### src/sv/fsv_pkg.sv
// Package for the FASTA stream validator: result kinds, error codes,
// line phase codes and the result word type. No dependencies.
package fsv_pkg;

  typedef enum logic [2:0] {
    K_NAME    = 3'd0,
    K_BASE    = 3'd1,
    K_REC_END = 3'd2,
    K_DONE    = 3'd3,
    K_ERROR   = 3'd4
  } out_kind_e;

  typedef enum logic [2:0] {
    E_EMPTY_LINE = 3'd0,
    E_NO_HEADER  = 3'd1,
    E_EMPTY_NAME = 3'd2,
    E_EMPTY_SEQ  = 3'd3,
    E_BAD_BASE   = 3'd4
  } err_code_e;

  // Line phase, one-hot.
  typedef enum logic [2:0] {
    PH_START  = 3'b001,
    PH_HEADER = 3'b010,
    PH_SEQ    = 3'b100
  } phase_e;

  typedef struct packed {
    out_kind_e   kind;
    logic [7:0]  ch;
    logic [31:0] len;
    err_code_e   err;
    logic        ok;
    logic        last;
  } result_t;

  localparam logic [7:0] CH_LF = 8'h0A;
  localparam logic [7:0] CH_GT = 8'h3E;
  localparam logic [7:0] CH_A  = 8'h41;
  localparam logic [7:0] CH_C  = 8'h43;
  localparam logic [7:0] CH_G  = 8'h47;
  localparam logic [7:0] CH_T  = 8'h54;
  localparam logic [7:0] CH_N  = 8'h4E;
  localparam logic [7:0] CH_LA = 8'h61;
  localparam logic [7:0] CH_LZ = 8'h7A;

endpackage

### src/sv/fsv_out_fifo.sv
// Result queue for the FASTA stream validator: takes up to two result words
// per cycle and hands one word per cycle to the output while it is ready. Depends on fsv_pkg.
module fsv_out_fifo
  import fsv_pkg::*;
#(
  parameter int DEPTH = 4
) (
  input  logic       clk_i,
  input  logic       rst_ni,
  input  logic [1:0] push_n_i,
  input  result_t    push0_i,
  input  result_t    push1_i,
  output logic       room2_o,
  output logic       pop_valid_o,
  input  logic       pop_ready_i,
  output result_t    pop_data_o
);

  localparam int PW = $clog2(DEPTH);
  localparam int CW = $clog2(DEPTH + 1);

  result_t        mem_q [DEPTH];
  logic [PW-1:0]  wr_ptr_q, wr_ptr_d, rd_ptr_q, rd_ptr_d, wr_ptr_p1;
  logic [CW-1:0]  count_q, count_d;
  logic           pop;

  assign pop         = pop_valid_o && pop_ready_i;
  assign pop_valid_o = (count_q != '0);
  assign pop_data_o  = mem_q[rd_ptr_q];
  assign room2_o     = (count_q <= CW'(DEPTH - 2));
  assign wr_ptr_p1   = wr_ptr_q + PW'(1);

  always_comb begin
    wr_ptr_d = wr_ptr_q + PW'(push_n_i);
    rd_ptr_d = pop ? rd_ptr_q + PW'(1) : rd_ptr_q;
    count_d  = count_q + CW'(push_n_i) - CW'(pop);
  end

  always_ff @(posedge clk_i or negedge rst_ni) begin
    if (!rst_ni) begin
      wr_ptr_q <= '0;
      rd_ptr_q <= '0;
      count_q  <= '0;
    end else begin
      wr_ptr_q <= wr_ptr_d;
      rd_ptr_q <= rd_ptr_d;
      count_q  <= count_d;
    end
  end

  always_ff @(posedge clk_i) begin
    if (push_n_i != 2'd0) begin
      mem_q[wr_ptr_q] <= push0_i;
    end
    if (push_n_i == 2'd2) begin
      mem_q[wr_ptr_p1] <= push1_i;
    end
  end

endmodule

### src/sv/fasta_stream_validator.sv
// FASTA stream validator: one byte word in per cycle while the queue has room
// for two results; results go out through a four-word queue (fsv_out_fifo),
// which registers them. An end word yields up to two results, both buffered
// by the queue.
// Reset is asynchronous, active low, and clears all parser state and the queue.
module fasta_stream_validator
  import fsv_pkg::*;
#(
  parameter int COUNT_BITS = 32
) (
  input  logic        clk_i,
  input  logic        rst_ni,
  input  logic        s_axis_tvalid,
  output logic        s_axis_tready,
  input  logic [7:0]  s_axis_tdata,   // byte_value[7:0]
  input  logic        s_axis_tuser,   // kind[0]
  output logic        m_axis_tvalid,
  input  logic        m_axis_tready,
  output logic [47:0] m_axis_tdata,   // char_value[7:0], record_length[39:8],
                                      // error_code[42:40], file_ok[43], zero[47:44]
  output logic [2:0]  m_axis_tuser,   // out_kind[2:0]
  output logic        m_axis_tlast    // last_result
);

  localparam int LW = (COUNT_BITS > 32) ? COUNT_BITS : 32;

  phase_e                phase_q, phase_d;
  logic                  rec_open_q, rec_open_d;
  logic                  name_ne_q, name_ne_d;
  logic                  failed_q, failed_d;
  logic [COUNT_BITS-1:0] cnt_q, cnt_d, cnt_inc;
  logic [LW-1:0]         cnt_ext;
  logic [31:0]           len32;
  logic                  in_acc;
  logic [7:0]            b, up;
  logic                  is_base;
  logic [1:0]            n;
  result_t               r0, r1, head;

  assign in_acc  = s_axis_tvalid && s_axis_tready;
  assign b       = s_axis_tdata;
  assign up      = (b >= CH_LA && b <= CH_LZ) ? b - 8'd32 : b;
  assign is_base = (up == CH_A) || (up == CH_C) || (up == CH_G) ||
                   (up == CH_T) || (up == CH_N);
  assign cnt_inc = (cnt_q != '1) ? cnt_q + COUNT_BITS'(1) : cnt_q;
  assign cnt_ext = LW'(cnt_q);
  assign len32   = (cnt_ext > LW'(64'hFFFF_FFFF)) ? 32'hFFFF_FFFF : cnt_ext[31:0];

  always_comb begin
    phase_d    = phase_q;
    rec_open_d = rec_open_q;
    name_ne_d  = name_ne_q;
    failed_d   = failed_q;
    cnt_d      = cnt_q;
    n          = 2'd0;
    r0         = '{kind: K_NAME, ch: 8'd0, len: 32'd0, err: E_EMPTY_LINE,
                   ok: 1'b0, last: 1'b0};
    r1         = r0;
    if (s_axis_tuser) begin
      r1.kind = K_DONE;
      if (!failed_q) begin
        n       = 2'd2;
        r0.kind = K_ERROR;
        r1.ok   = 1'b1;
        if (!rec_open_q) begin
          r0.err = E_NO_HEADER;
          r1.ok  = 1'b0;
        end else if (phase_q == PH_HEADER && !name_ne_q) begin
          r0.err = E_EMPTY_NAME;
          r1.ok  = 1'b0;
        end else if (cnt_q == '0) begin
          r0.err = E_EMPTY_SEQ;
          r1.ok  = 1'b0;
        end else begin
          r0.kind = K_REC_END;
          r0.len  = len32;
        end
      end else begin
        n  = 2'd1;
        r0 = r1;
      end
      phase_d    = PH_START;
      rec_open_d = 1'b0;
      name_ne_d  = 1'b0;
      failed_d   = 1'b0;
      cnt_d      = '0;
    end else if (!failed_q) begin
      n       = 2'd1;
      r0.kind = K_ERROR;
      case (phase_q)
        PH_HEADER: begin
          if (b == CH_LF) begin
            if (!name_ne_q) begin
              r0.err = E_EMPTY_NAME;
            end else begin
              n       = 2'd0;
              phase_d = PH_START;
            end
          end else begin
            name_ne_d = 1'b1;
            r0.kind   = K_NAME;
            r0.ch     = b;
          end
        end
        PH_SEQ: begin
          if (b == CH_LF) begin
            n       = 2'd0;
            phase_d = PH_START;
          end else if (!is_base) begin
            r0.err = E_BAD_BASE;
          end else begin
            r0.kind = K_BASE;
            r0.ch   = up;
            cnt_d   = cnt_inc;
          end
        end
        default: begin
          if (b == CH_LF) begin
            r0.err = E_EMPTY_LINE;
          end else if (b == CH_GT) begin
            if (rec_open_q && cnt_q == '0) begin
              r0.err = E_EMPTY_SEQ;
            end else begin
              // A header closes the open record, if there is one.
              if (rec_open_q) begin
                r0.kind = K_REC_END;
                r0.len  = len32;
              end else begin
                n = 2'd0;
              end
              rec_open_d = 1'b1;
              name_ne_d  = 1'b0;
              cnt_d      = '0;
              phase_d    = PH_HEADER;
            end
          end else if (!rec_open_q) begin
            r0.err = E_NO_HEADER;
          end else if (!is_base) begin
            r0.err  = E_BAD_BASE;
            phase_d = PH_SEQ;
          end else begin
            r0.kind = K_BASE;
            r0.ch   = up;
            cnt_d   = cnt_inc;
            phase_d = PH_SEQ;
          end
        end
      endcase
      if (n != 2'd0 && r0.kind == K_ERROR) begin
        failed_d = 1'b1;
      end
    end
    if (n == 2'd1) begin
      r0.last = 1'b1;
    end
    r1.last = 1'b1;
  end

  always_ff @(posedge clk_i or negedge rst_ni) begin
    if (!rst_ni) begin
      phase_q    <= PH_START;
      rec_open_q <= 1'b0;
      name_ne_q  <= 1'b0;
      failed_q   <= 1'b0;
      cnt_q      <= '0;
    end else if (in_acc) begin
      phase_q    <= phase_d;
      rec_open_q <= rec_open_d;
      name_ne_q  <= name_ne_d;
      failed_q   <= failed_d;
      cnt_q      <= cnt_d;
    end
  end

  fsv_out_fifo #(
    .DEPTH(4)
  ) u_fifo (
    .clk_i      (clk_i),
    .rst_ni     (rst_ni),
    .push_n_i   (in_acc ? n : 2'd0),
    .push0_i    (r0),
    .push1_i    (r1),
    .room2_o    (s_axis_tready),
    .pop_valid_o(m_axis_tvalid),
    .pop_ready_i(m_axis_tready),
    .pop_data_o (head)
  );

  assign m_axis_tuser = head.kind;
  assign m_axis_tlast = head.last;
  assign m_axis_tdata = {4'd0, head.ok, head.err, head.len, head.ch};

`ifndef NO_ASSERTIONS
  a_end_gives_output: assert property (@(posedge clk_i) disable iff (!rst_ni)
    (in_acc && s_axis_tuser) |=> m_axis_tvalid)
    else $error("end word accepted but no result queued");

  a_end_rearms: assert property (@(posedge clk_i) disable iff (!rst_ni)
    (in_acc && s_axis_tuser) |=> (!failed_q && !rec_open_q && cnt_q == '0))
    else $error("end word did not re-arm the parser");

  a_failed_sticky: assert property (@(posedge clk_i) disable iff (!rst_ni)
    (failed_q && !(in_acc && s_axis_tuser)) |=> failed_q)
    else $error("error state cleared without an end word");

  a_done_is_last: assert property (@(posedge clk_i) disable iff (!rst_ni)
    (m_axis_tvalid && m_axis_tuser == K_DONE) |-> m_axis_tlast)
    else $error("done word not marked last");
`endif

endmodule
### config.mk
export PLATFORM = sky130hd
export DESIGN_NAME = fasta_stream_validator
export DESIGN_NICKNAME = d
export VERILOG_FILES = /design/src/sv/fsv_pkg.sv /design/src/sv/fsv_out_fifo.sv /design/src/sv/fasta_stream_validator.sv
export SDC_FILE = /design/constraint.sdc
export NUM_CORES = 1
export LEC_CHECK = 0
export BUFFER_PORTS_ARGS = -buffer_cell sky130_fd_sc_hd__buf_2
export CORE_MARGIN = 5
export CORE_UTILIZATION = 44
export CTS_CLUSTER_SIZE = 24
export DETAILED_ROUTE_END_ITERATION = 8
export PLACE_DENSITY = 0.65
export SLEW_MARGIN = 20
export SYNTH_ARGS = -nofsm -noshare
export SYNTH_HDL_FRONTEND = slang
export SYNTH_SLANG_ARGS = --single-unit
### constraint.sdc
create_clock -name clk_i -period 5.4 [get_ports clk_i]
set_clock_uncertainty 0.2 [all_clocks]
set_input_delay 0.54 -clock clk_i [delete_from_list [all_inputs] [get_ports clk_i]]
set_output_delay 0.54 -clock clk_i [all_outputs]
set_load 0.01 [all_outputs]
==> out/metrics.cfg <==
[cells_and_area]
final_area_um2 = 11970
area_growth_pct = 12.31
multi_input_area_um2 = 5082
drive_gt1_share_pct = 16.23
seq_area_um2 = 5096
num_antenna_cells = 0
layout.cells.non_filler = 1470
nets = 1147
fillers = 2266

[drt]
wl_met1_mm = 12.48
route.met2.wl_mm = 12.51
via_per_inst = 5.762
dr_wl_met3_mm = 1.446
route.detailed.drc = 0
top_layer = met4
wl_per_cell_um = 18.24
ant_nets = 0
wl_mm = 26.82
vias = 8470
first_pass_iters = 5
drtIter0Drc = 753

[placed_design]
pre_cts_slack_ns = 1.738
place_area_um2 = 11040
place.gp.congestion = 0.8684
hpwl_mm = 17.04
post-place-cells = 1420
io_buffers = 62

[clock_network]
clkSlewWorstSetupHoldPaths_ns = 0.06
clockBufferDepth = 3
h-tree-depth = 1
root_buffer = clkbuf_16
cts_num_sinks = 237
cts-resized-gates = 0
numCtsBuffers = 26
cts_tree = yes
clk_latency_ns = 0.52
postCtsSetupBuffers = 0

[critical_path]
crit_arrival_ns = 3.43
ff2ff_setup_slack_ns = 1.99
worstPathCellList = a21oi_1 -> and3_1 -> and2_1 -> nand3b_1 -> buf_4 -> nand2_1
endpoint = u_fifo.mem_q[2][1]
path_class = flop to flop
reg2reg_to = u_fifo.mem_q[2][1]
slowest_delay_ns = 0.81
cp-startpoint = u_fifo.count_q[1]
crit_cells = 6
endpoint_kind = flop
critPathMaxFanout = 30
path_buf_inv = 1
r2r_cells = 6
cp-start-kind = flop
critPathRequiredTime_ns = 5.41
cpMaxStageDelayCell = nand3b_1
cp_top_family = simple AND/OR/NAND/NOR gates
rr_startpoint = u_fifo.count_q[1]

[hold_path]
hold_class = input pin to flop
min_delay_path_depth = 3

[logic_synthesis]
netlist_area_um2 = 10660
synthArstFlopShare_pct = 18.99
synth_area_per_cell_um2 = 9.533
yosysTopAreaCellShare_pct = 33.81
ys_top_cells_by_count = 197 x nand3_1, 192 x o21ai_0, 180 x dfxtp_1
synth_seq_cells = 237
ys_warn_count = 0
ys_types = 70
synth.most_common_cell = nand3_1
synth_enable_flop_cells = 12
yosysSeqAreaShare_pct = 47.77
synthCells = 1118
synth-main-ff-cell = dfxtp_1
synth_top_area_cell = dfxtp_1
synthTopCellsByArea = dfxtp_1 34%, dfrtp_1 10%, mux4_2 10%

[sta]
final.period_utilization_pct = 63.16
slew-limit-headroom_pct = 26.24
worstMarginPinSlew_ns = 1.103
setup_ws_ns = 1.990
drv_slew = 0
rsz0062_at_grt = false
max_freq_mhz = 293.2
setup_tns_ns = 0
finalSetupViolations = 0
hold_viol_final = 0
finalCriticalPeriod_ns = 3.410

[floorplanning]
fp.dieH_um = 165.6
io_pins = 67
dieArea_um2 = 27440
fp-row-count = 57
core-area_um2 = 24110
start_util_pct = 44.21
die_w_um = 165.6

[grt]
grt_pass1_vias = 8123
grt_pass1_wl_mm = 43.74
grt_use_total_pct = 18.91
gr-total-overflow = 0
antenna_found_initial = 0
grt_max_degree = 62

[power]
vdd_drop_max_mv = 0.2553
power_per_cell_area_nw_per_um2 = 433.1
p_leak_uw = 0.004350

[run_status]
outcome = finished, final reports clean

[run]
max-cap-violations = 0

state kept, by name, summed over array words and instances (netlist names):
signal,cells
phase_q,3
u_fifo.rd_ptr_q,2
name_ne_q,1
u_fifo.wr_ptr_q,2
rec_open_q,1
u_fifo.count_q,3
cnt_ext,32
failed_q,1
u_fifo.mem_q,192
worst reg2reg max path, stage by stage (launching register included):
cell and delay (ns):
dfrtp_1 0.39, a21oi_1 0.24, and3_1 0.33, and2_1 0.31, nand3b_1 0.81, buf_4 0.59, nand2_1 0.23
layer usage:
layer / GRT usage [%] / up-vias
li1: - / 4100
met1: 27.16 / 4121
met2: 30.49 / 215
met3: 2.979 / 34
met4: 4.089 / 0
met5: 0 / -
cells by family after synthesis:
kind of cell / after synthesis / synth area share (%)
mux: 50 / 10.33
xor+xnor: 27 / 2.219
compound gates: 256 / 13.25
simple gates: 424 / 20.62
buf+inv: 115 / 4.766
flops: 237 / 47.77
other cells: 1 / 0.03519
fa+ha+maj: 8 / 1.010
through the flow:
step | hold slack, ns | util (%) | power (uW)
3_5_place_dp | 0.2557 | 45.82 | 3385
3_3_place_gp | 0.2434 | 45.82 | 3361
2_1_floorplan | 0.04441 | - | 3044
6_report | 0.1772 | 49.66 | 5184
5_1_grt | 0.2199 | 49.66 | 5431
4_1_cts | 0.1746 | 49.54 | 5193
report_power, final:
part           internal (uW)  switching, uW  total [uW]
logic                    480            692        1170
registers               1960            233        2200
clock network           1100            715        1810
worst min-delay path by stage:
stage / slack, ns / endpoint / startpoint
after global placement: 0.24 / u_fifo.mem_q[3][0] / u_fifo.mem_q[3][0]
after detailed placement: 0.26 / u_fifo.mem_q[3][0] / u_fifo.mem_q[3][0]
final: 0.18 / u_fifo.rd_ptr_q[0] / m_axis_tready
after global routing: 0.22 / u_fifo.rd_ptr_q[0] / m_axis_tready
after CTS: 0.17 / u_fifo.rd_ptr_q[0] / m_axis_tready
after floorplan: 0.04 / cnt_ext[0] / rst_ni
cell type report:
type	count	area share, %
clock inverter	11	0.9407
timing repair buffer	76	3.658
tap	324	3.387
multi-input combinational	769	42.46
inverter	16	0.5017
clock buffer	37	6.481
sequential	237	42.57
layout by cell type (no fill, tap or decap), drive strengths merged, types with 3 or more instances in the layout:
cell,netlist,layout
clkinv,0,7
o21a,8,8
clkbuf,56,37
o21ai,198,198
buf,43,75
mux4,48,48
ha,7,7
and4,3,3
inv,16,18
a21oi,24,24
and2,6,6
or3,10,10
or4,6,6
dfxtp,180,180
o211ai,4,4
nor4,22,22
nand3b,4,4
nor4b,4,4
nand2,75,75
xor2,6,6
dfrtp,44,44
o31ai,3,3
and3,6,6
or2,3,3
edfxtp,12,12
nor2b,3,3
nor3,13,13
conb,1,4
nor2,50,50
xnor2,21,21
nand4,13,13
nand3,197,197
or3b,3,3
timing repair:
action | CTS | global route
hold buffers | 1 | 0
endpoints found under the hold margin | 44 | 0
setup endpoints to repair | 0 | 0
Power figures use the tool's default switching activity.
